$ cat src/hdl/viewport_aspect_fit_macros.svh
// Assertion macros shared by the viewport fit design.
`ifndef VIEWPORT_ASPECT_FIT_MACROS_SVH
`define VIEWPORT_ASPECT_FIT_MACROS_SVH

// Same-cycle implication, checked on every rising clock edge outside reset.
`define VAF_ASSERT_NOW(label, ante, cons, msg) \
	label: assert property (@(posedge clk) disable iff (!arst_n) (ante) |-> (cons)) \
		else $error(msg);

// Next-cycle implication, checked on every rising clock edge outside reset.
`define VAF_ASSERT_NEXT(label, ante, cons, msg) \
	label: assert property (@(posedge clk) disable iff (!arst_n) (ante) |=> (cons)) \
		else $error(msg);

`endif

$ cat src/hdl/vaf_pkg.sv
// Package with widths, mode codes and pipeline context for the viewport fit design.
`default_nettype none
package vaf_pkg;
	localparam int DIM_W  = 13;
	localparam int NUM_W  = 2 * DIM_W;
	localparam int DEN_W  = DIM_W + 1;
	localparam int OUT_W  = 14;
	localparam int IN_W   = ((4 * DIM_W + 7) / 8) * 8;
	localparam int OUTD_W = ((4 * OUT_W + 7) / 8) * 8;

	typedef enum logic [1:0] {
		MODE_FULL    = 2'd0,
		MODE_4X3     = 2'd1,
		MODE_CONTENT = 2'd2,
		MODE_INTEGER = 2'd3
	} mode_t;

	typedef struct packed {
		logic [DIM_W-1:0] sw;
		logic [DIM_W-1:0] sh;
		logic [DIM_W-1:0] cw;
		logic [DIM_W-1:0] ch;
		mode_t            mode;
		logic             flag;
	} ctx_t;
endpackage
`default_nettype wire

$ cat src/hdl/vaf_prep.sv
// First stage: chooses dividends and divisors for the two dividers by fit mode.
`default_nettype none
module vaf_prep
	import vaf_pkg::*;
(
	input  wire logic             clk,
	input  wire logic             arst_n,
	input  wire logic             en,
	input  wire logic             in_valid,
	input  wire logic [DIM_W-1:0] sw,
	input  wire logic [DIM_W-1:0] sh,
	input  wire logic [DIM_W-1:0] cw,
	input  wire logic [DIM_W-1:0] ch,
	input  wire mode_t            mode,
	output logic                  valid_s1,
	output logic [NUM_W-1:0]      num_a_s1,
	output logic [DEN_W-1:0]      den_a_s1,
	output logic [NUM_W-1:0]      num_b_s1,
	output logic [DEN_W-1:0]      den_b_s1,
	output ctx_t                  ctx_s1
);
	logic [NUM_W-1:0] num_a, num_b;
	logic [DEN_W-1:0] den_a, den_b;
	logic             zero;

	always_comb begin
		zero  = (cw == '0) || (ch == '0);
		num_a = '0;
		num_b = '0;
		den_a = DEN_W'(1);
		den_b = DEN_W'(1);
		case (mode)
			MODE_4X3: begin
				num_a = NUM_W'(sh) * NUM_W'(4);
				den_a = DEN_W'(3 * 2);
				num_b = NUM_W'(sw) * NUM_W'(3);
				den_b = DEN_W'(4 * 2);
			end
			MODE_CONTENT: begin
				if (!zero) begin
					num_a = NUM_W'(sh) * NUM_W'(cw);
					den_a = {ch, 1'b0};
					num_b = NUM_W'(sw) * NUM_W'(ch);
					den_b = {cw, 1'b0};
				end
			end
			MODE_INTEGER: begin
				if (!zero) begin
					num_a = NUM_W'(sw);
					den_a = DEN_W'(cw);
					num_b = NUM_W'(sh);
					den_b = DEN_W'(ch);
				end
			end
			default: begin
			end
		endcase
	end

	always_ff @(posedge clk or negedge arst_n) begin
		if (!arst_n) begin
			valid_s1 <= 1'b0;
		end else if (en) begin
			valid_s1 <= in_valid;
		end
	end

	always_ff @(posedge clk) begin
		if (en) begin
			num_a_s1     <= num_a;
			den_a_s1     <= den_a;
			num_b_s1     <= num_b;
			den_b_s1     <= den_b;
			ctx_s1.sw    <= sw;
			ctx_s1.sh    <= sh;
			ctx_s1.cw    <= cw;
			ctx_s1.ch    <= ch;
			ctx_s1.mode  <= mode;
			ctx_s1.flag  <= zero && (mode == MODE_CONTENT || mode == MODE_INTEGER);
		end
	end
endmodule
`default_nettype wire

$ cat config.mk
export PLATFORM = sky130hd
export DESIGN_NAME = vaf_prep
export DESIGN_NICKNAME = d
export VERILOG_FILES = /design/src/hdl/viewport_aspect_fit_macros.svh /design/src/hdl/vaf_pkg.sv /design/src/hdl/vaf_prep.sv
export SDC_FILE = /design/constraint.sdc
export NUM_CORES = 1
export LEC_CHECK = 0
export ABC_CLOCK_PERIOD_IN_PS = 900
export BUFFER_PORTS_ARGS = -buffer_cell sky130_fd_sc_hd__buf_4
export CORE_ASPECT_RATIO = 0.6
export CORE_UTILIZATION = 61
export DETAILED_ROUTE_END_ITERATION = 16
export PLACE_DENSITY = 0.94
export SLEW_MARGIN = 20
export SYNTH_ARGS = -nofsm -noshare
export SYNTH_HDL_FRONTEND = slang
export SYNTH_SLANG_ARGS = --single-unit
export TNS_END_PERCENT = 1
$ cat constraint.sdc
create_clock -name clk -period 0.9 [get_ports clk]
set_input_delay 0.18 -clock clk [delete_from_list [all_inputs] [get_ports clk]]
set_output_delay 0.18 -clock clk [all_outputs]
set_load 0.01 [all_outputs]
==> results.ini, run 1 <==
[run_status]
status=stopped before the end
haltStage=global routing (5_1_grt)
error=[ERROR GRT-0232] Routing congestion too high. Check the congestion heatmap in the GUI.

[floorplan]
start_util=0.624
die_h_um=133
die_x_um=220
num_io_pins=194
rows=47

[yosys]
synth_seq_cells=136
synthFlopType=edfxtp_1
synth_edf_count=135
synth_warnings=0
ys_seq_area_frac=0.235
mappedNetlistArea_um2=17300
synth_nets=2270
postSynthCellCount=1814
yosysUniqueCellTypes=69
async_flop_share=0.00735
synth.avg_cell_area_um2=9.55

[timing]
grt-worst-endpoint=num_a_s1[25]$_DFFE_PP_/D
worstEndpointType=register data pin

[clock_tree]
cts_root_buf=clkbuf_16
clock_path_buffers=2
numCtsBuffers=17
clock_sinks=136
cts.htree.levels=4

[placed_design]
io_buffers=193
place_ws_ns=-4.34
hpwl_mm=47.0
gp_congestion=1.02
numPlacedInstances=2586

[grt]
grt.overflow.total=203
grt_max_degree=34
grtUsageTotal=0.835

[repair_timing]
| item | in CTS |
|---|---|
| hold buffers | 3 |
| setup buffers | 3 |
| cloned | 0 |
| hold endpoints to repair | 3 |
| setup endpoints to repair | 217 |
| pin swaps | 61 |
| gates resized for setup | 248 |
[synth_stat cells, types with 3 or more instances]
master    instances  area share
inv_1           368       0.080
nand2_1         251       0.054
fa_1            243        0.28
and2_1          160       0.058
ha_1            155        0.11
edfxtp_1        135        0.23
clkbuf_1         65       0.014
a21oi_1          58       0.017
nor2_1           50       0.011
o21ai_0          39       0.011
mux2i_1          38       0.022
a21o_1           30       0.013
xor2_1           19      0.0096
nor3_1           16      0.0046
nand3_1          14      0.0040
xnor2_1          12      0.0061
nand4_1          11      0.0040
and3_1           10      0.0036
buf_2            10      0.0029
o22ai_1          10      0.0036
o21a_1            9      0.0039
nor4_1            8      0.0029
or3_1             8      0.0029
a211oi_1          7      0.0030
nor2b_1           7      0.0025
nand2b_1          5      0.0018
o211ai_1          5      0.0022
o21bai_1          5      0.0022
o31ai_1           5      0.0022
a21boi_0          4      0.0017
a31oi_1           4      0.0014
mux2_2            4      0.0026
nor3b_1           4      0.0017
a22o_1            3      0.0015
buf_1             3     0.00065
o211a_1           3      0.0017
[metrics by stage]
| stage | area [um2] | hold WS, ns | utilization |
|---|---|---|---|
| 2_1_floorplan | 17400 | -0.116 | - |
| 3_3_place_gp | 21300 | -0.0444 | 0.769 |
| 3_5_place_dp | 21300 | -0.0399 | 0.769 |
| 4_1_cts | 23000 | 0.00613 | 0.829 |
[metal layers]
layer | global-route usage | overflow
met5 | 0.610 | 5
met1 | 0.836 | 15
met3 | 0.804 | 23
met2 | 0.912 | 87
met4 | 0.771 | 73
[kinds of logic after synthesis]
kind of cell / synth area share
flip-flops: 0.235
AO/OA/AOI/OAI: 0.0779
adder cells (fa/ha/maj): 0.393
buffers and inverters: 0.0976
multiplexers: 0.0245
AND/OR/NAND/NOR: 0.156
XOR/XNOR: 0.0157
==> run 2: changes to the inputs <==
CORE_ASPECT_RATIO = unset   (was 0.6)
CORE_UTILIZATION = 40   (was 61)
PLACE_DENSITY = unset   (was 0.94)
PLACE_DENSITY_LB_ADDON = 0.15   (was unset)
==> results.ini, run 2 <==
[power]
power.density_nw_per_um2=3430
p_total_uw=81600
p_comb_frac=0.792
netSwitchingFraction=0.452
p_clk_frac=0.095
switchingPower_uw=36900
leakage_uw=0.0115
ir_drop_uv=4020
p_seq_frac=0.113
power.internal_uw=44700

[timing]
fin_crit_sh=5.00
fmax_mhz=222
hold_ws_ns=0.0304
finalSetupViolCount=217
setup_slack_ns=-3.60
drv_slew=0
worstMarginPinSlew_ns=0.529
max-slew-margin-rel=0.647
rsz0062_at_grt=true
skew_ns=0
hold_viol_final=0
fin_crit_ns=4.50

[cells_and_area]
nets=2706
largest_reg_flops=55
top_register=ctx_s1
area_growth_syn_to_layout_pct=37.2
reg_top3=ctx_s1 (55), num_a_s1 (26), num_b_s1 (26)
final_cell_mix=inv_1 (355), buf_4 (298), nand2_1 (247)
layout.cells.most_common=inv_1
drive_above_1_share=0.289
antenna_cells=0

[critical_path]
path_class=in -> reg
critPathMaxFanout=11
crit_required_ns=1.11
start_kind=input port
worstPathArrival_ns=4.70
end_kind=flop

[yosys]
synth_edf_count=135  ; unchanged
async_flop_share=0.00735  ; unchanged
synth_area_leader_cell=fa_1  ; unchanged
synth_nets=2270  ; unchanged
synth_area_leaders=fa_1 (28%), edfxtp_1 (23%), ha_1 (11%)  ; unchanged
yosys-top-cells-count=inv_1 (368), nand2_1 (251), fa_1 (243), and2_1 (160), ha_1 (155)  ; unchanged
synth_seq_cells=136  ; unchanged
synthFlopType=edfxtp_1  ; unchanged
ys_seq_area_frac=0.235  ; unchanged
yosys.area.top_type_share=0.281  ; unchanged
mappedNetlistArea_um2=17300  ; unchanged
synth.most_common_cell=inv_1  ; unchanged
postSynthCellCount=1814  ; unchanged
yosysUniqueCellTypes=69  ; unchanged
synth.avg_cell_area_um2=9.55  ; unchanged
synth_warnings=0  ; unchanged

[floorplan]
num_io_pins=194  ; unchanged
core_um2=42300
die_x_um=210  ; was 220 um
dieArea_um2=44200
start_util=0.410  ; was 0.624
rows=75  ; was 47
die_h_um=210  ; was 133 um

[run_status]
status=finished, violations left  ; was stopped before the end
violations=setup timing

[placed_design]
hpwl_mm=42.1  ; was 47.0 mm
gp_congestion=0.901  ; was 1.02
io_buffers=193  ; unchanged

[clock_tree]
cts_root_buf=clkbuf_16  ; unchanged
cts_tree=built
clock_path_buffers=2  ; unchanged
numCtsBuffers=17  ; unchanged
clock_sinks=136  ; unchanged
clk_pin_slew_ns=0.07
cts.htree.levels=4  ; unchanged
clk_latency_ns=0.45

[grt]
grt_max_degree=40
grt_pass1_vias=14900
grtUsageTotal=0.247
antenna_found_initial=0
grt.overflow.total=0
grt_pass1_wl_mm=83.2

[drt]
drtPass1Iterations=5
met3_length_mm=3.16
wl_met2_mm=23.7
wl_mm=51.9
wire_per_inst_um=18.3
antenna_left=0
route.detailed.drc=0
vias=14200
dr.max_layer_used=met4
viasPerCell=4.99
wl_met1_mm=24.2
drt_iter0_drc=760

[job]
cap_violations=0

[hold_path]
hold_class=in -> reg

-- run 2: cell counts after synthesis --
Identical to the previous run, type by type.
-- run 2: per-stage QoR --
step	util	setup TNS, ns	setup WS, ns	std cells	area, um2
after floorplan	-	-176.75	-3.81	1814	17400
after global placement	0.511	-221.88	-4.33	2796	21600
after detailed placement	0.511	-223.71	-4.28	2796	21600
after CTS	0.553	-205.33	-3.63	2838	23400
after global routing	0.562	-216.06	-3.74	2840	23800
final	0.562	-201.91	-3.60	2840	23800
-- run 2: layout make-up --
class / count / area [um2]
clock buffer: 17 / 425
multi-input combinational: 1231 / 12300
clock inverter: 15 / 198
inverter: 368 / 1380
sequential: 136 / 4080
timing repair buffer: 496 / 4630
tap: 577 / 722
fill: 3801 / 18500
-- run 2: metal layers --
layer / GRT usage / vias up
li1: - / 6626
met1: 0.357 / 7092
met2: 0.388 / 409
met3: 0.0460 / 51
met4: 0.0518 / 0
met5: 0 / -
-- run 2: path summary, 6_finish.rpt --
check                           depth (start not counted)     start  slack (ns)            to
worst max-delay path                                   18     sh[6]       -3.60  num_a_s1[22]
worst min-delay path                                    2     sh[7]        0.03    ctx_s1[36]
worst max register to register                          1  valid_s1        0.12      valid_s1
worst min register to register                          1  valid_s1        0.57      valid_s1
max in group asynchronous                               3    arst_n        0.24      valid_s1
min in group asynchronous                               3    arst_n        0.56      valid_s1
-- run 2: kinds of logic after synthesis --
group	count (synthesis)	synth area share
XOR/XNOR	31	0.0157
flip-flops	136	0.235
adder cells (fa/ha/maj)	398	0.393
AO/OA/AOI/OAI	205	0.0779
multiplexers	42	0.0245
buffers and inverters	447	0.0976
AND/OR/NAND/NOR	555	0.156
-- run 2: worst max-delay path: stages --
cell,delay [ns]
buf_6,0.12
buf_4,0.13
and2_1,0.16
fa_1,0.59
fa_2,0.46
fa_1,0.45
fa_1,0.56
inv_1,0.06
fa_1,0.48
inv_1,0.04
ha_1,0.28
buf_4,0.17
a21o_1,0.19
a21oi_2,0.14
o21bai_2,0.14
o311ai_4,0.32
a21o_1,0.15
a21oi_1,0.05
-- run 2: power groups by stage --
stage,logic [uW],clock network [uW],registers (uW)
finish,64700,7720,9220
global route,71000,8100,9300
CTS,61900,7940,9180
detailed placement,53300,0,9110
global placement,53100,0,9170
floorplan,30400,0,9550
-- run 2: what timing repair did --
| item | in CTS | in global routing |
|---|---|---|
| pin swaps | 69 | 29 |
| resized for setup | 254 | 89 |
| hold buffers | 8 | 0 |
| endpoints found under the setup margin | 217 | 217 |
| buffers inserted | 2 | 2 |
| hold endpoints to repair | 7 | 0 |
| cloned | 0 | 0 |
(Power assumes the default switching activity.)
