<file path="config.mk">
export PLATFORM = sky130hd
export DESIGN_NAME = vaf_div
export DESIGN_NICKNAME = d
export VERILOG_FILES = /design/src/hdl/viewport_aspect_fit_macros.svh /design/src/hdl/vaf_pkg.sv /design/src/hdl/vaf_div.sv
export SDC_FILE = /design/constraint.sdc
export NUM_CORES = 2
export LEC_CHECK = 0
export BUFFER_PORTS_ARGS = -buffer_cell sky130_fd_sc_hd__buf_4
export CORE_MARGIN = 3
export CORE_UTILIZATION = 61
export CTS_BUF_LIST = sky130_fd_sc_hd__clkbuf_4 sky130_fd_sc_hd__clkbuf_8
export DETAILED_ROUTE_END_ITERATION = 7
export GPL_TIMING_DRIVEN = 0
export HOLD_SLACK_MARGIN = 0.1
export PLACE_DENSITY = 0.78
export SYNTH_ARGS = -nofsm -noshare
export SYNTH_HDL_FRONTEND = slang
export SYNTH_SLANG_ARGS = --single-unit
</file>
<file path="constraint.sdc">
create_clock -name clk -period 4.6 [get_ports clk]
set_clock_uncertainty 0.1 [all_clocks]
set_input_delay 0.23 -clock clk [delete_from_list [all_inputs] [get_ports clk]]
set_output_delay 0.23 -clock clk [all_outputs]
set_load 0.005 [all_outputs]
</file>
<file path="src/hdl/viewport_aspect_fit_macros.svh">
// Assertion macros shared by the viewport fit design.
`ifndef VIEWPORT_ASPECT_FIT_MACROS_SVH
`define VIEWPORT_ASPECT_FIT_MACROS_SVH

// Same-cycle implication, checked on every rising clock edge outside reset.
`define VAF_ASSERT_NOW(label, ante, cons, msg) \
	label: assert property (@(posedge clk) disable iff (!arst_n) (ante) |-> (cons)) \
		else $error(msg);

// Next-cycle implication, checked on every rising clock edge outside reset.
`define VAF_ASSERT_NEXT(label, ante, cons, msg) \
	label: assert property (@(posedge clk) disable iff (!arst_n) (ante) |=> (cons)) \
		else $error(msg);

`endif

</file>
<file path="src/hdl/vaf_pkg.sv">
// Package with widths, mode codes and pipeline context for the viewport fit design.
`default_nettype none
package vaf_pkg;
	localparam int DIM_W  = 13;
	localparam int NUM_W  = 2 * DIM_W;
	localparam int DEN_W  = DIM_W + 1;
	localparam int OUT_W  = 14;
	localparam int IN_W   = ((4 * DIM_W + 7) / 8) * 8;
	localparam int OUTD_W = ((4 * OUT_W + 7) / 8) * 8;

	typedef enum logic [1:0] {
		MODE_FULL    = 2'd0,
		MODE_4X3     = 2'd1,
		MODE_CONTENT = 2'd2,
		MODE_INTEGER = 2'd3
	} mode_t;

	typedef struct packed {
		logic [DIM_W-1:0] sw;
		logic [DIM_W-1:0] sh;
		logic [DIM_W-1:0] cw;
		logic [DIM_W-1:0] ch;
		mode_t            mode;
		logic             flag;
	} ctx_t;
endpackage
`default_nettype wire

</file>
<file path="src/hdl/vaf_div.sv">
// Two-lane pipelined restoring divider, one quotient bit per stage, with context.
`default_nettype none
module vaf_div
	import vaf_pkg::*;
(
	input  wire logic             clk,
	input  wire logic             arst_n,
	input  wire logic             en,
	input  wire logic             in_valid,
	input  wire logic [NUM_W-1:0] num_a,
	input  wire logic [DEN_W-1:0] den_a,
	input  wire logic [NUM_W-1:0] num_b,
	input  wire logic [DEN_W-1:0] den_b,
	input  wire ctx_t             in_ctx,
	output logic                  out_valid,
	output logic [NUM_W-1:0]      q_a,
	output logic [NUM_W-1:0]      q_b,
	output ctx_t                  out_ctx
);
	logic [NUM_W-1:0] dq_s  [0:NUM_W][0:1];
	logic [DEN_W-1:0] rem_s [0:NUM_W][0:1];
	logic [DEN_W-1:0] den_s [0:NUM_W][0:1];
	ctx_t             ctx_s [0:NUM_W];
	logic             vld_s [0:NUM_W];

	assign dq_s[0][0]  = num_a;
	assign dq_s[0][1]  = num_b;
	assign den_s[0][0] = den_a;
	assign den_s[0][1] = den_b;
	assign rem_s[0][0] = '0;
	assign rem_s[0][1] = '0;
	assign ctx_s[0]    = in_ctx;
	assign vld_s[0]    = in_valid;

	for (genvar k = 0; k < NUM_W; k++) begin : g_stage
		always_ff @(posedge clk or negedge arst_n) begin
			if (!arst_n) begin
				vld_s[k+1] <= 1'b0;
			end else if (en) begin
				vld_s[k+1] <= vld_s[k];
			end
		end

		always_ff @(posedge clk) begin
			if (en) begin
				ctx_s[k+1] <= ctx_s[k];
			end
		end

		for (genvar l = 0; l < 2; l++) begin : g_lane
			logic [DEN_W:0] trial;
			logic           ge;

			always_comb begin
				trial = {rem_s[k][l], dq_s[k][l][NUM_W-1]};
				ge    = trial >= {1'b0, den_s[k][l]};
			end

			always_ff @(posedge clk) begin
				if (en) begin
					den_s[k+1][l] <= den_s[k][l];
					dq_s[k+1][l]  <= {dq_s[k][l][NUM_W-2:0], ge};
					rem_s[k+1][l] <= ge ? DEN_W'(trial - {1'b0, den_s[k][l]}) : trial[DEN_W-1:0];
				end
			end
		end
	end

	assign out_valid = vld_s[NUM_W];
	assign q_a       = dq_s[NUM_W][0];
	assign q_b       = dq_s[NUM_W][1];
	assign out_ctx   = ctx_s[NUM_W];
endmodule
`default_nettype wire

</file>
# Yosys cells after proc, flatten, opt, wreduce, memory -nomap -nowiden
# Index checks and enable logic that the tools add are counted.
# totals
regBits	4208
word_cells	488
# op_classes
magnitude_cmp	52
n_mux	50
add_sub_neg	50
# op_table
cell	count
15-bit by 14-bit greater-or-equal comparator with 1-bit output	50
14-bit 2-to-1 mux	48
14-bit subtractor	48
1-bit by 14-bit greater-or-equal comparator with 1-bit output	2
1-bit by 14-bit subtractor with 14-bit output	2
1-bit 2-to-1 mux	2

# Longest topological paths before layout
# logic_depth
ltp_word	2
mapped_depth	11

# Worst setup path before layout
# No wires, ideal clock.
# synth_timing
kind	flip-flop to flip-flop
start	register dq_s[181] (netlist name)
end	register rem_s, in the netlist g_stage[24].g_lane[1].trial[11] (data pin)
arrival_ns	2.604
path_buffers	0
setup_time_ns	0.260
slack_ns	1.636
period_less_slack_ns	2.964
required_time_ns	4.240
path_stages_with_launch	12
cell_sequence	edfxtp_1 > inv_1 > ha_1 > inv_1 > fa_1 > a21o_1 > a211o_1 > a2111o_1 > a31o_2 > a21oi_2 > xnor2_1 > mux2_2
# synth_between
elab_chain_cells	2
elab_cells_between_ends	3
cone_classes	1 x add/sub; 1 x order compare; 1 x mux
# synth_lines
element	line_no	rtl
from (decl)	vaf_div.sv:20	logic [NUM_W-1:0] dq_s [0:NUM_W][0:1];
from (signal, indexed assignment)	vaf_div.sv:62	dq_s[k+1][l] <= {dq_s[k][l][NUM_W-2:0], ge};
14-bit subtractor or 15-bit by 14-bit greater-or-equal comparator with 1-bit output (tied branches)	vaf_div.sv:63, vaf_div.sv:56	
14-bit 2-to-1 mux *	vaf_div.sv:63	rem_s[k+1][l] <= ge ? DEN_W'(trial - {1'b0, den_s[k][l]}) : trial[DEN_W-1:0];
to (signal, indexed assignment)	vaf_div.sv:63	
to (decl)	vaf_div.sv:21	logic [DEN_W-1:0] rem_s [0:NUM_W][0:1];
# Every way passes the cells marked *; elsewhere a longest branch is shown, timed or not.
# A chain may end at the register's enable or synchronous reset.

# Worst setup path after layout
# layout_timing
start	input en
end	register den_s[83] (netlist name), enable pin
# layout_rtl
element	line_no	rtl
from (decl)	vaf_div.sv:8	input wire logic en,
to (signal, indexed assignment)	vaf_div.sv:61	den_s[k+1][l] <= den_s[k][l];
to (decl)	vaf_div.sv:22	logic [DEN_W-1:0] den_s [0:NUM_W][0:1];
# No word-level cell between the ends.

==> flow_summary.yaml <==
min_path:
  min_to: "dq_s[1329]"
  hold_path_startpoint: "num_a[2]"
  hp-class: "in -> reg"
  min_path_cells: 3
worst_setup_path:
  r2r_cells: 10
  worst-r2r-setup-slack_ps: 950
  path_cells: "dlygate4sd3_1 -> buf_16 -> buf_16 -> buf_16 -> buf_16 -> buf_16 -> dlygate4sd3_1 -> buf_16 -> buf_16 -> buf_16 -> buf_16"
  crit_family: "buffers and inverters"
  worst-path-buf-inv: 11
  cp-end-kind: "flip-flop"
  worstSetupPathType: "in -> reg"
  critical_path_arrival_ps: 4860
  crit_path_start_kind: "input pin"
  r2r-end: "g_stage[7].g_lane[0].trial[6]"
  cp_slowest_cell: "dlygate4sd3_1"
  required_ps: 5170
  cp_max_fo: 207
  crit_top_cell: "buf_16"
  max_stage_delay_ps: 740
  worstSetupStartpoint: "en"
  timing.rr.start: "den_s[580]"
sta:
  worst_pin_slew_ps: 1110
  tns_ps: 0
  hold_violations: 0
  slew_headroom: 0.257
  fmax_ghz: 0.233
  finalSetupViolCount: 0
  rsz0062_at_grt: "false"
  drv_slew: 0
  setup_ws_ps: 317
  final.min_clock_period_ps: 4280
  fin_crit_sh: 0.931
routing:
  m1WireLength_mm: 114
  drt-total-wl_mm: 286
  antenna_left: 0
  wire_per_inst_um: 18.1
  vias: 85900
  wl_met2_mm: 149
  met3_length_mm: 11.8
  drt-initial-drc-count: 5999
  dr.pass1.iters: 5
  drc_errors: 0
  via_per_inst: 5.44
  routed.top_layer: "met4"
global_routing:
  first_global_vias: 88600
  grt_pass1_wl_mm: 456
  antenna_found_initial: 9
  grt_max_degree: 215
  grt_overflow: 0
  groute.usage.overall: 0.198
placement:
  placed_cells: 14300
  gp_congestion: 0.927
  hpwl_mm: 183
  io_buffers: 246
  pre_cts_slack_ps: -3350
clock_tree:
  clkTransAtPathRegs_ps: 60
  h-tree-depth: 6
  clk_latency_ps: 1100
  post-cts-setup-buffers: 0
  clockBufferDepth: 4
  cts_tree: "built"
  cts-root-buf: "clkbuf_8"
  cts_buffers: 654
  clock_sink_count: 4208
logic_synthesis:
  synth.distinct_cells: 98
  netlist_instances: 10300
  synth_edf_count: 4182
  syn_avg_cell_area_sq_um: 16.5
  synthArstFlopShare: 0.00618
  yosysWarnings: 0
  synth_nets: 11300
  ys_seq_elements: 4208
  synth_flop_cell: "edfxtp_1"
  ys_seq_area_frac: 0.742
  syn_area_sq_um: 170000
floorplan:
  dieWidth_um: 534
  die_h_um: 534
  dieArea_sq_um: 285000
  io_pins: 247
  coreArea_sq_um: 277000
  start_util: 0.615
  rows: 193
power_and_ir_drop:
  powerDensity_nw_per_um2: 596
  power.leakage_nw: 73.4
  vdd_drop_max_mv: 0.368
final_layout:
  multi_input_area_sq_um: 39200
  drive_gt1_frac: 0.177
  register_area_sq_um: 126000
  fillerInstances: 17000
  syn_to_final_growth_pct: 14.0
  nets: 12500
  stdcell_count: 15800
outcome:
  outcome: "complete, no violations"
run:
  max_cap_viol_count: 0
==> synthesized netlist by cell type (124+ instances only) <==
library cell	n	area [sq um]
nor2_1	480	1800
a21oi_1	400	2000
a21o_1	145	1090
o21ai_0	307	1540
ha_1	752	9410
inv_1	929	3490
edfxtp_1	4182	126000
buf_4	126	946
mux2_2	501	5640
xnor2_1	275	2410
a211oi_1	124	931
nand2_1	377	1420
xor2_1	184	1610
==> per-layer routing <==
metal / track usage / vias up
met4: 0.0847 / 0
met5: 0 / -
met1: 0.240 / 41500
li1: - / 41700
met3: 0.0305 / 686
met2: 0.353 / 2000
==> sequential cells by signal, summed over array words and instances, names as in the netlist <==
| signal | cells |
|---|---|
| vld_s | 25 |
| q_a | 26 |
| g_stage.g_lane.trial | 700 |
| out_valid | 1 |
| q_b | 26 |
| ctx_s | 1375 |
| dq_s | 1300 |
| den_s | 700 |
| out_ctx | 55 |
==> worst reg2reg max path: stages, from the launching register on <==
cell and delay, ps:
edfxtp_1 410, inv_1 70, ha_1 400, nand3_1 140, nor2_1 230, nand2_1 160, nor3_1 420, a211oi_1 100
o21ai_1 620, buf_4 350, mux2_2 400
==> final cells by class <==
cell class | instances | area share
sequential | 4208 | 0.651
multi-input combinational | 4982 | 0.202
clock buffer | 878 | 0.0552
timing repair buffer | 596 | 0.0317
tap | 3705 | 0.0239
inverter | 933 | 0.0181
clock inverter | 299 | 0.0119
buffer | 195 | 0.00668
antenna | 1 | 0.0000129
==> cells in the final DEF, fill, tap and decap left out, drive strengths merged, types with 43 or more instances in the layout <==
master	Yosys	final
nor2b	58	58
o21ai	336	336
a31oi	77	77
nand2	377	377
inv	933	968
nor3	110	110
xnor2	275	275
nor2	480	480
ha	752	752
dlygate4sd3	0	307
a211oi	125	125
xor2	184	184
or2	54	54
mux2i	60	60
buf	159	439
o31a	43	43
clkinv	0	229
edfxtp	4182	4182
a21o	145	145
mux2	525	525
nand3	89	89
o21a	90	90
nand2b	75	75
o21bai	59	59
fa	48	48
nand4	73	73
clkbuf	37	915
a21oi	410	410
==> repair_timing <==
item                                    in CTS  in global routing
cloned                                       8                  1
endpoints found under the hold margin      863                  0
endpoints found under the setup margin     730                222
hold buffers                               318                  0
gates resized for setup                      0                  4
==> kinds of logic after synthesis <==
| kind of cell | Yosys count | share of synthesized area |
|---|---|---|
| mux | 585 | 0.0388 |
| flops | 4208 | 0.742 |
| fa+ha+maj | 800 | 0.0609 |
| compound gates | 1641 | 0.0647 |
| buf+inv | 1129 | 0.0282 |
| simple gates | 1497 | 0.0422 |
| xor+xnor | 459 | 0.0236 |
==> stage by stage <==
| step | power, mW | hold slack, ps | cell area (sq um) | util |
|---|---|---|---|---|
| after global routing | 122 | 156 | 194000 | 0.700 |
| final | 116 | 278 | 194000 | 0.700 |
| after CTS | 116 | 101 | 194000 | 0.700 |
| after detailed placement | 84.9 | 54.2 | 177000 | 0.640 |
| after global placement | 86.2 | 36.2 | 177000 | 0.638 |
| after floorplan | 76.4 | -166 | 170000 | - |
==> power by group <==
group / switching (mW) / leakage (nW) / internal (mW)
Combinational: 17.3 / 25.4 / 15.2
Sequential: 2.53 / 41.2 / 49.7
Clock: 14.2 / 6.85 / 16.6
Total: 34.1 / 73.4 / 81.5
==> worst max path at each step <==
| stage | cells past startpoint | endpoint | slack (ps) |
|---|---|---|---|
| floorplan | 11 | g_stage[24].g_lane[1].trial[11] | 1640 |
| global placement | 1 | ctx_s[84] | -33910 |
| detailed placement | 12 | vld_s[9] | -3350 |
| CTS | 16 | vld_s[9] | 120 |
| global route | 11 | den_s[86] | 220 |
| finish | 11 | den_s[83] | 320 |
Power figures use the tool's default switching activity.
