===== config.mk =====
export PLATFORM = sky130hd
export DESIGN_NAME = vaf_post
export DESIGN_NICKNAME = d
export VERILOG_FILES = /design/src/hdl/viewport_aspect_fit_macros.svh /design/src/hdl/vaf_pkg.sv /design/src/hdl/vaf_post.sv
export SDC_FILE = /design/constraint.sdc
export NUM_CORES = 1
export LEC_CHECK = 0
export BUFFER_PORTS_ARGS = -buffer_cell sky130_fd_sc_hd__clkbuf_2
export CAP_MARGIN = 20
export CORE_MARGIN = 2
export CORE_UTILIZATION = 46
export DETAILED_ROUTE_END_ITERATION = 10
export GPL_ROUTABILITY_DRIVEN = 0
export PLACE_DENSITY = 0.73
export SLEW_MARGIN = 20
export SYNTH_ARGS = -nofsm -noshare
export SYNTH_HDL_FRONTEND = slang
export SYNTH_SLANG_ARGS = --single-unit

===== constraint.sdc =====
create_clock -name clk -period 5.4 [get_ports clk]
set_input_delay 0 -clock clk [delete_from_list [all_inputs] [get_ports clk]]
set_output_delay 0 -clock clk [all_outputs]
set_load 0.01 [all_outputs]

===== src/hdl/viewport_aspect_fit_macros.svh =====
// Assertion macros shared by the viewport fit design.
`ifndef VIEWPORT_ASPECT_FIT_MACROS_SVH
`define VIEWPORT_ASPECT_FIT_MACROS_SVH

// Same-cycle implication, checked on every rising clock edge outside reset.
`define VAF_ASSERT_NOW(label, ante, cons, msg) \
	label: assert property (@(posedge clk) disable iff (!arst_n) (ante) |-> (cons)) \
		else $error(msg);

// Next-cycle implication, checked on every rising clock edge outside reset.
`define VAF_ASSERT_NEXT(label, ante, cons, msg) \
	label: assert property (@(posedge clk) disable iff (!arst_n) (ante) |=> (cons)) \
		else $error(msg);

`endif


===== src/hdl/vaf_pkg.sv =====
// Package with widths, mode codes and pipeline context for the viewport fit design.
`default_nettype none
package vaf_pkg;
	localparam int DIM_W  = 13;
	localparam int NUM_W  = 2 * DIM_W;
	localparam int DEN_W  = DIM_W + 1;
	localparam int OUT_W  = 14;
	localparam int IN_W   = ((4 * DIM_W + 7) / 8) * 8;
	localparam int OUTD_W = ((4 * OUT_W + 7) / 8) * 8;

	typedef enum logic [1:0] {
		MODE_FULL    = 2'd0,
		MODE_4X3     = 2'd1,
		MODE_CONTENT = 2'd2,
		MODE_INTEGER = 2'd3
	} mode_t;

	typedef struct packed {
		logic [DIM_W-1:0] sw;
		logic [DIM_W-1:0] sh;
		logic [DIM_W-1:0] cw;
		logic [DIM_W-1:0] ch;
		mode_t            mode;
		logic             flag;
	} ctx_t;
endpackage
`default_nettype wire


===== src/hdl/vaf_post.sv =====
// Back end: integer scale selection and multiply, then rectangle assembly.
`default_nettype none
module vaf_post
	import vaf_pkg::*;
(
	input  wire logic             clk,
	input  wire logic             arst_n,
	input  wire logic             en,
	input  wire logic             in_valid,
	input  wire logic [NUM_W-1:0] q_a,
	input  wire logic [NUM_W-1:0] q_b,
	input  wire ctx_t             in_ctx,
	output logic                  valid_s3,
	output logic [OUT_W-1:0]      x_s3,
	output logic [OUT_W-1:0]      y_s3,
	output logic [OUT_W-1:0]      w_s3,
	output logic [OUT_W-1:0]      h_s3,
	output logic                  flag_s3
);
	localparam int AW = NUM_W + 2;

	logic             valid_s1, valid_s2;
	logic [NUM_W-1:0] qa_s1, qb_s1, qa_s2, qb_s2;
	logic [DIM_W-1:0] ratio_s1;
	logic [NUM_W-1:0] pw_s2, ph_s2;
	ctx_t             ctx_s1, ctx_s2;

	logic [AW-1:0] hw, hh, qa, qb, pw, ph, xv, yv, wv, hv;

	always_ff @(posedge clk or negedge arst_n) begin
		if (!arst_n) begin
			valid_s1 <= 1'b0;
			valid_s2 <= 1'b0;
			valid_s3 <= 1'b0;
		end else if (en) begin
			valid_s1 <= in_valid;
			valid_s2 <= valid_s1;
			valid_s3 <= valid_s2;
		end
	end

	always_ff @(posedge clk) begin
		if (en) begin
			qa_s1    <= q_a;
			qb_s1    <= q_b;
			ctx_s1   <= in_ctx;
			ratio_s1 <= (q_b < q_a) ? q_b[DIM_W-1:0] : q_a[DIM_W-1:0];
			qa_s2    <= qa_s1;
			qb_s2    <= qb_s1;
			ctx_s2   <= ctx_s1;
			pw_s2    <= NUM_W'(ctx_s1.cw) * NUM_W'(ratio_s1);
			ph_s2    <= NUM_W'(ctx_s1.ch) * NUM_W'(ratio_s1);
		end
	end

	always_comb begin
		hw = AW'(ctx_s2.sw >> 1);
		hh = AW'(ctx_s2.sh >> 1);
		qa = AW'(qa_s2);
		qb = AW'(qb_s2);
		pw = AW'(pw_s2 >> 1);
		ph = AW'(ph_s2 >> 1);
		xv = '0;
		yv = '0;
		wv = AW'(ctx_s2.sw);
		hv = AW'(ctx_s2.sh);
		if (!ctx_s2.flag) begin
			case (ctx_s2.mode)
				MODE_4X3, MODE_CONTENT: begin
					if (qa > hw) begin
						yv = hh - qb;
						hv = qb + qb;
					end else begin
						xv = hw - qa;
						wv = qa + qa;
					end
				end
				MODE_INTEGER: begin
					xv = hw - pw;
					wv = pw + pw;
					yv = hh - ph;
					hv = ph + ph;
				end
				default: begin
				end
			endcase
		end
	end

	always_ff @(posedge clk) begin
		if (en) begin
			x_s3    <= xv[OUT_W-1:0];
			y_s3    <= yv[OUT_W-1:0];
			w_s3    <= wv[OUT_W-1:0];
			h_s3    <= hv[OUT_W-1:0];
			flag_s3 <= ctx_s2.flag;
		end
	end
endmodule
`default_nettype wire


Word-level counts from Yosys, hierarchy flattened
Index checks and enable logic that the tools add are counted.
{"block": "word_totals", "register_bits": 267, "latch_bits": 0, "ram_bits": 0, "mem_bits_ro": 0, "inputBits": 111, "elab_cells": 54, "n_memories": 0}
{"block": "op_classes", "n_addsub": 8, "mul": 2, "div": 0, "magnitude_cmp": 2, "eq_ne": 3, "n_shift": 0, "muxes": 11, "bitwise": 0, "n_reduce_logical": 1}
{"operator": "14-bit case mux with 2 select lines", "n": 4}
{"operator": "14-bit adder", "n": 4}
{"operator": "14-bit two-way mux", "n": 4}
{"operator": "12-bit by 14-bit subtractor with 14-bit output", "n": 4}
{"operator": "13-bit two-way mux", "n": 3}
{"operator": "13-bit by 13-bit multiplier with 15-bit output", "n": 2}
{"operator": "26-bit by 12-bit greater-than comparator with 1-bit output", "n": 1}
{"operator": "26-bit less-than comparator", "n": 1}
{"operator": "2-bit equality test (second input constant)", "n": 2}
{"operator": "2-bit by 1-bit equality test with 1-bit output (second input constant)", "n": 1}
{"operator": "2-bit OR reduction", "n": 1}

Logic depth before layout (Yosys ltp)
Gate-level depths: netlist of run 1.
{"block": "logic_depth", "ltp_word": 4, "depth_mapped": 19}

Worst setup path after synthesis of run 1
Ideal clock, no wire load.
{"block": "synth_timing", "path_kind": "register to register", "start": "register ratio_s1[2]", "end": "register ph_s2[14] (data pin)", "arrival_time_ns": 4.724, "t_required_ns": 5.140, "path_slack_ns": 0.416, "stages_incl_launch_ff": 20, "n_path_buf": 1, "synth_period_minus_slack_ns": 4.984, "path_cell_list": "edfxtp_1 clkbuf_1 and2_1 fa_1 inv_1 fa_1 inv_1 fa_1 inv_1 fa_1 fa_1 inv_1 ha_1 a21oi_1 o22ai_1 o21a_1 o21ai_0 nand2b_1 a31oi_1 xnor2_1"}
{"block": "synth_between", "elab_chain_cells": 1}
{"element": "from (decl)", "line": "vaf_post.sv:24", "rtl": "logic [DIM_W-1:0] ratio_s1;"}
{"element": "from (signal assigned)", "line": "vaf_post.sv:47", "rtl": "ratio_s1 <= (q_b < q_a) ? q_b[DIM_W-1:0] : q_a[DIM_W-1:0];"}
{"element": "13-bit by 13-bit multiplier with 15-bit output", "line": "vaf_post.sv:52", "rtl": "ph_s2 <= NUM_W'(ctx_s1.ch) * NUM_W'(ratio_s1);"}
{"element": "to (signal assigned)", "line": "vaf_post.sv:52"}
{"element": "to (decl)", "line": "vaf_post.sv:25", "rtl": "logic [NUM_W-1:0] pw_s2, ph_s2;"}
No other way between the ends.
A chain may end at the register's enable or synchronous reset.

Worst setup path in the final report of run 1
{"block": "layout_timing", "start": "register ratio_s1[3]", "end": "register pw_s2[13] (data pin)"}
{"block": "layout_between", "elab_chain_cells": 1}
{"element": "13-bit by 13-bit multiplier with 15-bit output", "line": "vaf_post.sv:51", "rtl": "pw_s2 <= NUM_W'(ctx_s1.cw) * NUM_W'(ratio_s1);"}
{"element": "to (signal assigned)", "line": "vaf_post.sv:51"}
{"element": "to (decl)", "line": "vaf_post.sv:25"}
No other way between the ends.

==> results_dict.tcl, run 1 <==
set metrics [dict create \
    grt_pass1_vias 13700 \
    synth_edf_count 262 \
    io_pins 169 \
    finalSetupViolCount 0 \
    maxSlewViolCount 0 \
    drt-initial-drc-count 962 \
    routed_wl_um 43600 \
    yosys_warnings 0 \
    num_rows 74 \
    layout-drive-gt1-share 0.155 \
    hold_ws_ns -0.0148 \
    max_freq_mhz 192 \
    overflow 0 \
    cts_root_buffer "clkbuf_16" \
    critical_path_peak_fanout 10 \
    drtAntennaViolNets 0 \
    endpoint_kind "register" \
    syn-cell-area_um2 18900 \
    fillers 3394 \
    synth.lib_cells_used.distinct 67 \
    syn_nets 2092 \
    die-area_um2 42700 \
    failed_checks "hold timing" \
    via_count 13200 \
    worstPathRequired_ns 5.73 \
    worstMarginPinSlew_ns 0.985 \
    relSlewSlack 0.341 \
    cts_tree "built" \
    synthArstFlopShare 0.0113 \
    ys_seq_elements 265 \
    critPathArrivalTime_ns 5.52 \
    track_usage 0.209 \
    hold_viol 13 \
    grt_pass1_wl_um 69600 \
    fin_crit_sh 0.963 \
    clk_path_buf_depth 3 \
    crit_path_start_kind "register" \
    drc 0 \
    ys.flop_type "edfxtp_1" \
    worst_slack_ns 0.201 \
    dp_slack_ns 0.0383 \
    firstDrtPassIters 6 \
    dp_hpwl_um 32600 \
    p_per_area_nw_per_um2 492 \
    worstHoldStart "en" \
    clk_latency_ns 0.59 \
    critPathKind "register to register" \
    die_w_um 207 \
    fin_skew_ns 0.0315 \
    rr_startpoint "ratio_s1[3]$_DFFE_PP_" \
    grt_start_max_net_pins 145 \
    synth_cells 1678 \
    post_drt_via_cell_ratio 5.24 \
    clk_pin_slew_ns 0.06 \
    multiInputGateArea_um2 9590 \
    avgSynthCellArea_um2 11.3 \
    fp.dieH_um 207 \
    initial_core_util 0.464 \
    maxCapViolations 0 \
    crit_start "ratio_s1[3]$_DFFE_PP_" \
    io_buffers 168 \
    ir_drop_mv 0.509 \
    p_leak_nw 9.96 \
    core-area_um2 40600 \
    numCtsBuffers 30 \
    seqCellArea_um2 7940 \
    antenna_found_initial 1 \
    hold_class "input port to register" \
    r2r_setup_slack_ns 0.20 \
    status "finished, violations left" \
    fin_crit_ns 5.20 \
    wl_per_cell_um 17.3 \
    clock_sinks 265 \
    syn_to_final_growth_pct 18.6 \
    seq_area_frac_synth 0.421 \
    h-tree-depth 1 \
    final_nets 2374 \
    diodes 0 \
]
==> critical path: stages (launching register included) <==
cell and delay (ns):
edfxtp_1 0.47, clkbuf_2 0.19, clkbuf_4 0.20, and2_1 0.20, fa_1 0.53, inv_1 0.05
fa_1 0.53, inv_1 0.04, ha_1 0.28, ha_1 0.28, inv_1 0.05, fa_1 0.52
inv_1 0.04, ha_1 0.32, a21oi_1 0.22, o21bai_1 0.11, a2111o_1 0.44, a31o_2 0.24
a21oi_1 0.16, xnor2_1 0.07
==> Yosys cell counts, drive strengths merged, types with 15 or more instances <==
cell	n	area, um^2
inv	297	1110
edfxtp	262	7870
nand2	169	642
ha	161	2010
fa	142	2840
and2	93	582
xnor2	68	596
a21oi	58	294
nor2	51	215
clkbuf	50	189
o21ai	44	220
xor2	32	280
a22oi	30	275
nand3	23	115
nor3	18	90.1
a21o	16	120
mux2	16	180
o21a	16	120
o221ai	15	194
o22ai	15	93.8
==> area by class of cell <==
class,count,share of cell area
Tap cell,532,0.0297
Multi-Input combinational cell,1060,0.428
Sequential cell,265,0.355
Timing Repair Buffer,305,0.0953
Inverter,298,0.0500
Clock buffer,34,0.0342
Clock inverter,21,0.00782
==> report_power, final <==
group | switching (mW) | total (mW) | internal (mW)
Sequential | 0.193 | 3.03 | 2.84
Clock | 0.830 | 1.91 | 1.08
Combinational | 3.33 | 6.08 | 2.74
==> final timing paths <==
path / endpoint / depth (start not counted)
worst max-delay path: pw_s2[13]$_DFFE_PP_ / 19
worst min-delay path: ctx_s1[8]$_DFFE_PP_ / 1
worst max register to register: pw_s2[13]$_DFFE_PP_ / 19
worst min register to register: qb_s2[7]$_DFFE_PP_ / 0
max in group asynchronous: valid_s3$_DFFE_PN0P_ / 3
min in group asynchronous: valid_s2$_DFFE_PN0P_ / 3
==> registers in the layout, summed over array words and instances, names as in the netlist, 26 cells and up <==
| name | flops |
|---|---|
| ctx_s1 | 55 |
| qa_s2 | 26 |
| qa_s1 | 26 |
| ctx_s2 | 29 |
==> kinds of logic (layout without fill, tap and decap cells) <==
group / count (synthesis) / after routing / synth area share
compound gates: 246 / 246 / 0.0928
xor+xnor: 100 / 100 / 0.0464
fa+ha+maj: 303 / 303 / 0.257
buf+inv: 353 / 658 / 0.0720
flops: 265 / 265 / 0.421
mux: 16 / 16 / 0.00954
simple gates: 395 / 395 / 0.101
==> stage by stage <==
| stage | power (mW) | TNS, ns | area, um^2 | instances | utilization |
|---|---|---|---|---|---|
| 4_1_cts | 11.1 | 0 | 22300 | 2507 | 0.549 |
| 3_5_place_dp | 9.07 | 0 | 20400 | 2354 | 0.502 |
| 6_report | 11.0 | 0 | 22400 | 2515 | 0.551 |
| 3_3_place_gp | 8.84 | 0 | 20400 | 2354 | 0.502 |
| 2_1_floorplan | 7.64 | 0 | 18900 | 1678 | - |
| 5_1_grt | 12.0 | -0.00209 | 22400 | 2515 | 0.551 |
==> placed cells by master, fill, tap and decap left out, types with 7 or more instances in the layout <==
master         instances
inv_1                297
edfxtp_1             262
clkbuf_2             168
nand2_1              166
ha_1                 161
fa_1                 142
dlygate4sd3_1         98
and2_1                93
xnor2_1               68
a21oi_1               56
nor2_1                48
o21ai_0               42
buf_4                 36
xor2_1                32
clkbuf_16             30
nand3_1               23
a22oi_1               20
nor3_1                18
a21o_1                16
o21a_1                16
mux2_2                16
o22ai_1               15
a22oi_2               10
o221ai_2              10
nand2b_1               9
nor2b_1                9
o21bai_1               8
a31oi_1                7
nand4_1                7
clkinv_1               7
==> per-layer routing <==
metal | up-vias | part of all wire | track usage | routed length [um]
met5 | - | 0.00030 | 0 | 13
met4 | 2 | 0.050 | 0.0926 | 2200
met3 | 120 | 0.053 | 0.0276 | 2330
met2 | 454 | 0.47 | 0.346 | 20400
met1 | 6412 | 0.43 | 0.275 | 18600
li1 | 6186 | - | - | -
==> what timing repair did <==
action	in CTS	in global routing
hold buffers	98	0
hold endpoints to repair	112	0
setup buffers	0	8
resized for setup	0	2
setup endpoints to repair	0	5
Note: power is estimated with default switching activity, not from simulation.
==> run 2: changes to the inputs <==
--- a/config.mk
+++ b/config.mk
@@ -5,10 +5,12 @@
 export SDC_FILE = /design/constraint.sdc
 export NUM_CORES = 1
 export LEC_CHECK = 0
+export ABC_AREA = 1
 export BUFFER_PORTS_ARGS = -buffer_cell sky130_fd_sc_hd__clkbuf_2
 export CAP_MARGIN = 20
 export CORE_MARGIN = 2
 export CORE_UTILIZATION = 46
+export CTS_CLUSTER_DIAMETER = 100
 export DETAILED_ROUTE_END_ITERATION = 10
 export GPL_ROUTABILITY_DRIVEN = 0
 export PLACE_DENSITY = 0.73
==> run 2 against run 1 <==
Net effect: the run now ends clean; final cell count grew 26%; synthesized cell count grew 37%; worst setup slack gained 0.047 ns; hold slack gained 0.16 ns; largest cell class unchanged; largest power group unchanged.
==> results_dict.tcl, run 2 <==
set metrics [dict create \
    hold_class "input port to register" \
    seq_area_frac_synth 0.390 \
    mostFrequentLayoutCell "nand2_1" \
    p_seq_frac 0.258 \
    io_pins 169 \
    maxCapViolations 0 \
    finalSetupViolCount 0 \
    cts_tree "built" \
    status "completed" \
    firstDrtPassIters 5 \
    grt_pass1_wl_um 81600 \
    clock_sinks 265 \
    synthArstFlopShare 0.0113 \
    drc 0 \
    clk_path_buf_depth 3 \
    power_switching_mw 5.28 \
    die-area_um2 45900 \
    clkPwrFrac 0.169 \
    fin_skew_ns 0.0137 \
    max_freq_mhz 194 \
    drt-initial-drc-count 1261 \
    tns_ns 0 \
    synth.lib_cells_used.distinct 44 \
    largest_register_ffs 55 \
    relSlewSlack 0.309 \
    synthTopCellsByCount "nand2_1, inv_1, edfxtp_1" \
    post-synth-top-count-cell "nand2_1" \
    fin_crit_ns 5.15 \
    via_count 16200 \
    yosysTopAreaCell "edfxtp_1" \
    p_leak_nw 12.0 \
    synth_edf_count 262 \
    die_w_um 214 \
    critPathKind "register to register" \
    track_usage 0.220 \
    routed_wl_um 50500 \
    worstPathRequired_ns 5.73 \
    grt_pass1_vias 16300 \
    max_stage_delay_ns 0.59 \
    top_register "ctx_s1" \
    syn_nets 2708 \
    clk_pin_slew_ns 0.06 \
    clk_latency_ns 0.57 \
    hold_viol 0 \
    ys_seq_elements 265 \
    rsz0062_at_grt "no" \
    cts_resized 0 \
    avgSynthCellArea_um2 8.87 \
    synthTopCellsByArea "edfxtp_1, fa_1, nand2_1" \
    worstMarginPinSlew_ns 1.04 \
    core-area_um2 43900 \
    endpoint_kind "register" \
    final_nets 2962 \
    r2r_setup_slack_ns 0.25 \
    numCtsBuffers 29 \
    power_frac_comb 0.573 \
    num_rows 77 \
    critical_path_peak_fanout 12 \
    maxSlewViolCount 0 \
    critPathArrivalTime_ns 5.48 \
    crit_path_start_kind "register" \
    cpLargestDelayFamily "adder cells" \
    ys.flop_type "edfxtp_1" \
    swShare 0.443 \
    io_buffers 168 \
    overflow 0 \
    ir_drop_mv 0.511 \
    final_cell_mix "nand2_1, inv_1, edfxtp_1" \
    fin_crit_sh 0.954 \
    p_total_mw 11.9 \
    cpMostUsedCell "inv_1" \
    syn-cell-area_um2 20300 \
    layout-drive-gt1-share 0.105 \
    drtAntennaViolNets 0 \
    syn_to_final_growth_pct 17.0 \
    yosysTopAreaCellShare 0.387 \
    yosys_warnings 0 \
    h-tree-depth 1 \
    fillers 3941 \
    initial_core_util 0.463 \
    synth_cells 2294 \
    critPathSlowestCell "edfxtp_1" \
    crit_chain "nand2_1 -> inv_1 -> fa_1 -> inv_1 -> fa_1 -> inv_1 -> fa_1 -> fa_1 -> inv_1 -> fa_1 -> inv_1 -> ha_1 -> inv_1 -> nor4_1 -> o21ai_0 -> nand3_1 -> inv_1 -> nand3_1 -> nand2_1" \
    p_per_area_nw_per_um2 500 \
    top_regs "ctx_s1 (55), ctx_s2 (29)" \
    post_drt_via_cell_ratio 5.12 \
    p_int_mw 6.63 \
    wl_per_cell_um 16.0 \
    grt_start_max_net_pins 137 \
    cp_num_buf_inv 7 \
    antenna_found_initial 2 \
    cts_root_buffer "clkbuf_16" \
    dp_hpwl_um 37900 \
    fp.dieH_um 214 \
]
run 2: changes by cell type in the layout (fill, tap and decap cells not counted), sizes merged, moves of 17 or more:
| cell | before | now |
|---|---|---|
| a21boi | 1 | 18 |
| a21oi | 58 | 98 |
| a22oi | 30 | 0 |
| and2 | 93 | 2 |
| inv | 300 | 494 |
| nand2 | 169 | 654 |
| nand3 | 23 | 144 |
| nand4 | 7 | 35 |
| nor2 | 51 | 76 |
| xnor2 | 68 | 14 |
run 2: layout make-up:
cell class / count / area (um^2) / share of cell area
antenna: 1 / 2.50 / 0.000105
clock buffer: 33 / 741 / 0.0311
clock inverter: 19 / 218 / 0.00915
inverter: 492 / 1850 / 0.0776
multi-input combinational: 1469 / 10300 / 0.431
sequential: 265 / 7940 / 0.334
tap: 592 / 741 / 0.0311
timing repair buffer: 291 / 2040 / 0.0858
run 2: what timing repair did:
action	4_1_cts	5_1_grt
endpoints found under the hold margin	113	0
setup endpoints to repair	0	3
buffers inserted	0	5
hold buffers	99	0
run 2: final timing paths:
path	start	to	cells after the start
min reg2reg	ctx_s1[34]$_DFFE_PP_	ctx_s2[34]$_DFFE_PP_	0
max in group asynchronous	arst_n	valid_s1$_DFFE_PN0P_	3
max reg2reg	ctx_s1[20]$_DFFE_PP_	pw_s2[14]$_DFFE_PP_	19
max	ctx_s1[20]$_DFFE_PP_	pw_s2[14]$_DFFE_PP_	19
min	in_ctx[5]	ctx_s1[5]$_DFFE_PP_	2
min in group asynchronous	arst_n	valid_s3$_DFFE_PN0P_	3
run 2: worst register-to-register path, delay by kind of cell, from the launching register on:
family	cells	cell delay (ns)
adders and majority gates	6	2.91
AOI/OAI and AO/OA	1	0.15
buffers and inverters	7	0.44
DFF	1	0.59
and+or+nand+nor	5	0.83
run 2: per-layer routing:
| layer | wire (um) | part of all wire | up-vias | global-route usage |
|---|---|---|---|---|
| met5 | 0 | 0 | - | 0 |
| met4 | 2140 | 0.042 | 0 | 0.0891 |
| met3 | 2970 | 0.059 | 133 | 0.0252 |
| met2 | 24600 | 0.49 | 598 | 0.386 |
| met1 | 20800 | 0.41 | 7723 | 0.279 |
| li1 | - | - | 7735 | - |
run 2: power by group through the flow:
stage | Combinational, mW | Clock [mW] | Sequential (mW)
after floorplan | 5.13 | 0 | 2.99
after CTS | 6.79 | 2.06 | 3.07
after global placement | 6.41 | 0 | 3.10
final | 6.83 | 2.01 | 3.07
after global routing | 7.88 | 2.13 | 3.09
after detailed placement | 6.67 | 0 | 3.11
run 2: cells by family (layout without fill, tap and decap cells):
logic type / after synthesis / after routing / share of synthesized area
and+or+nand+nor: 933 / 933 / 0.193
buffers and inverters: 560 / 835 / 0.106
adders and majority gates: 303 / 303 / 0.239
DFF: 265 / 265 / 0.390
AOI/OAI and AO/OA: 187 / 187 / 0.0523
xor gates and xnor gates: 45 / 45 / 0.0194
muxes: 1 / 1 / 0.000553
other: 0 / 1 / 0
run 2: metrics by stage:
step	hold WS (ns)	util	setup WS [ns]	cells	area (um^2)
2_1_floorplan	-0.296	-	0.471	2294	20300
3_3_place_gp	-0.198	0.496	0.393	3004	21800
3_5_place_dp	-0.199	0.496	0.208	3004	21800
4_1_cts	0.103	0.540	0.200	3155	23700
5_1_grt	0.133	0.542	0.000636	3162	23800
6_report	0.143	0.542	0.248	3162	23800
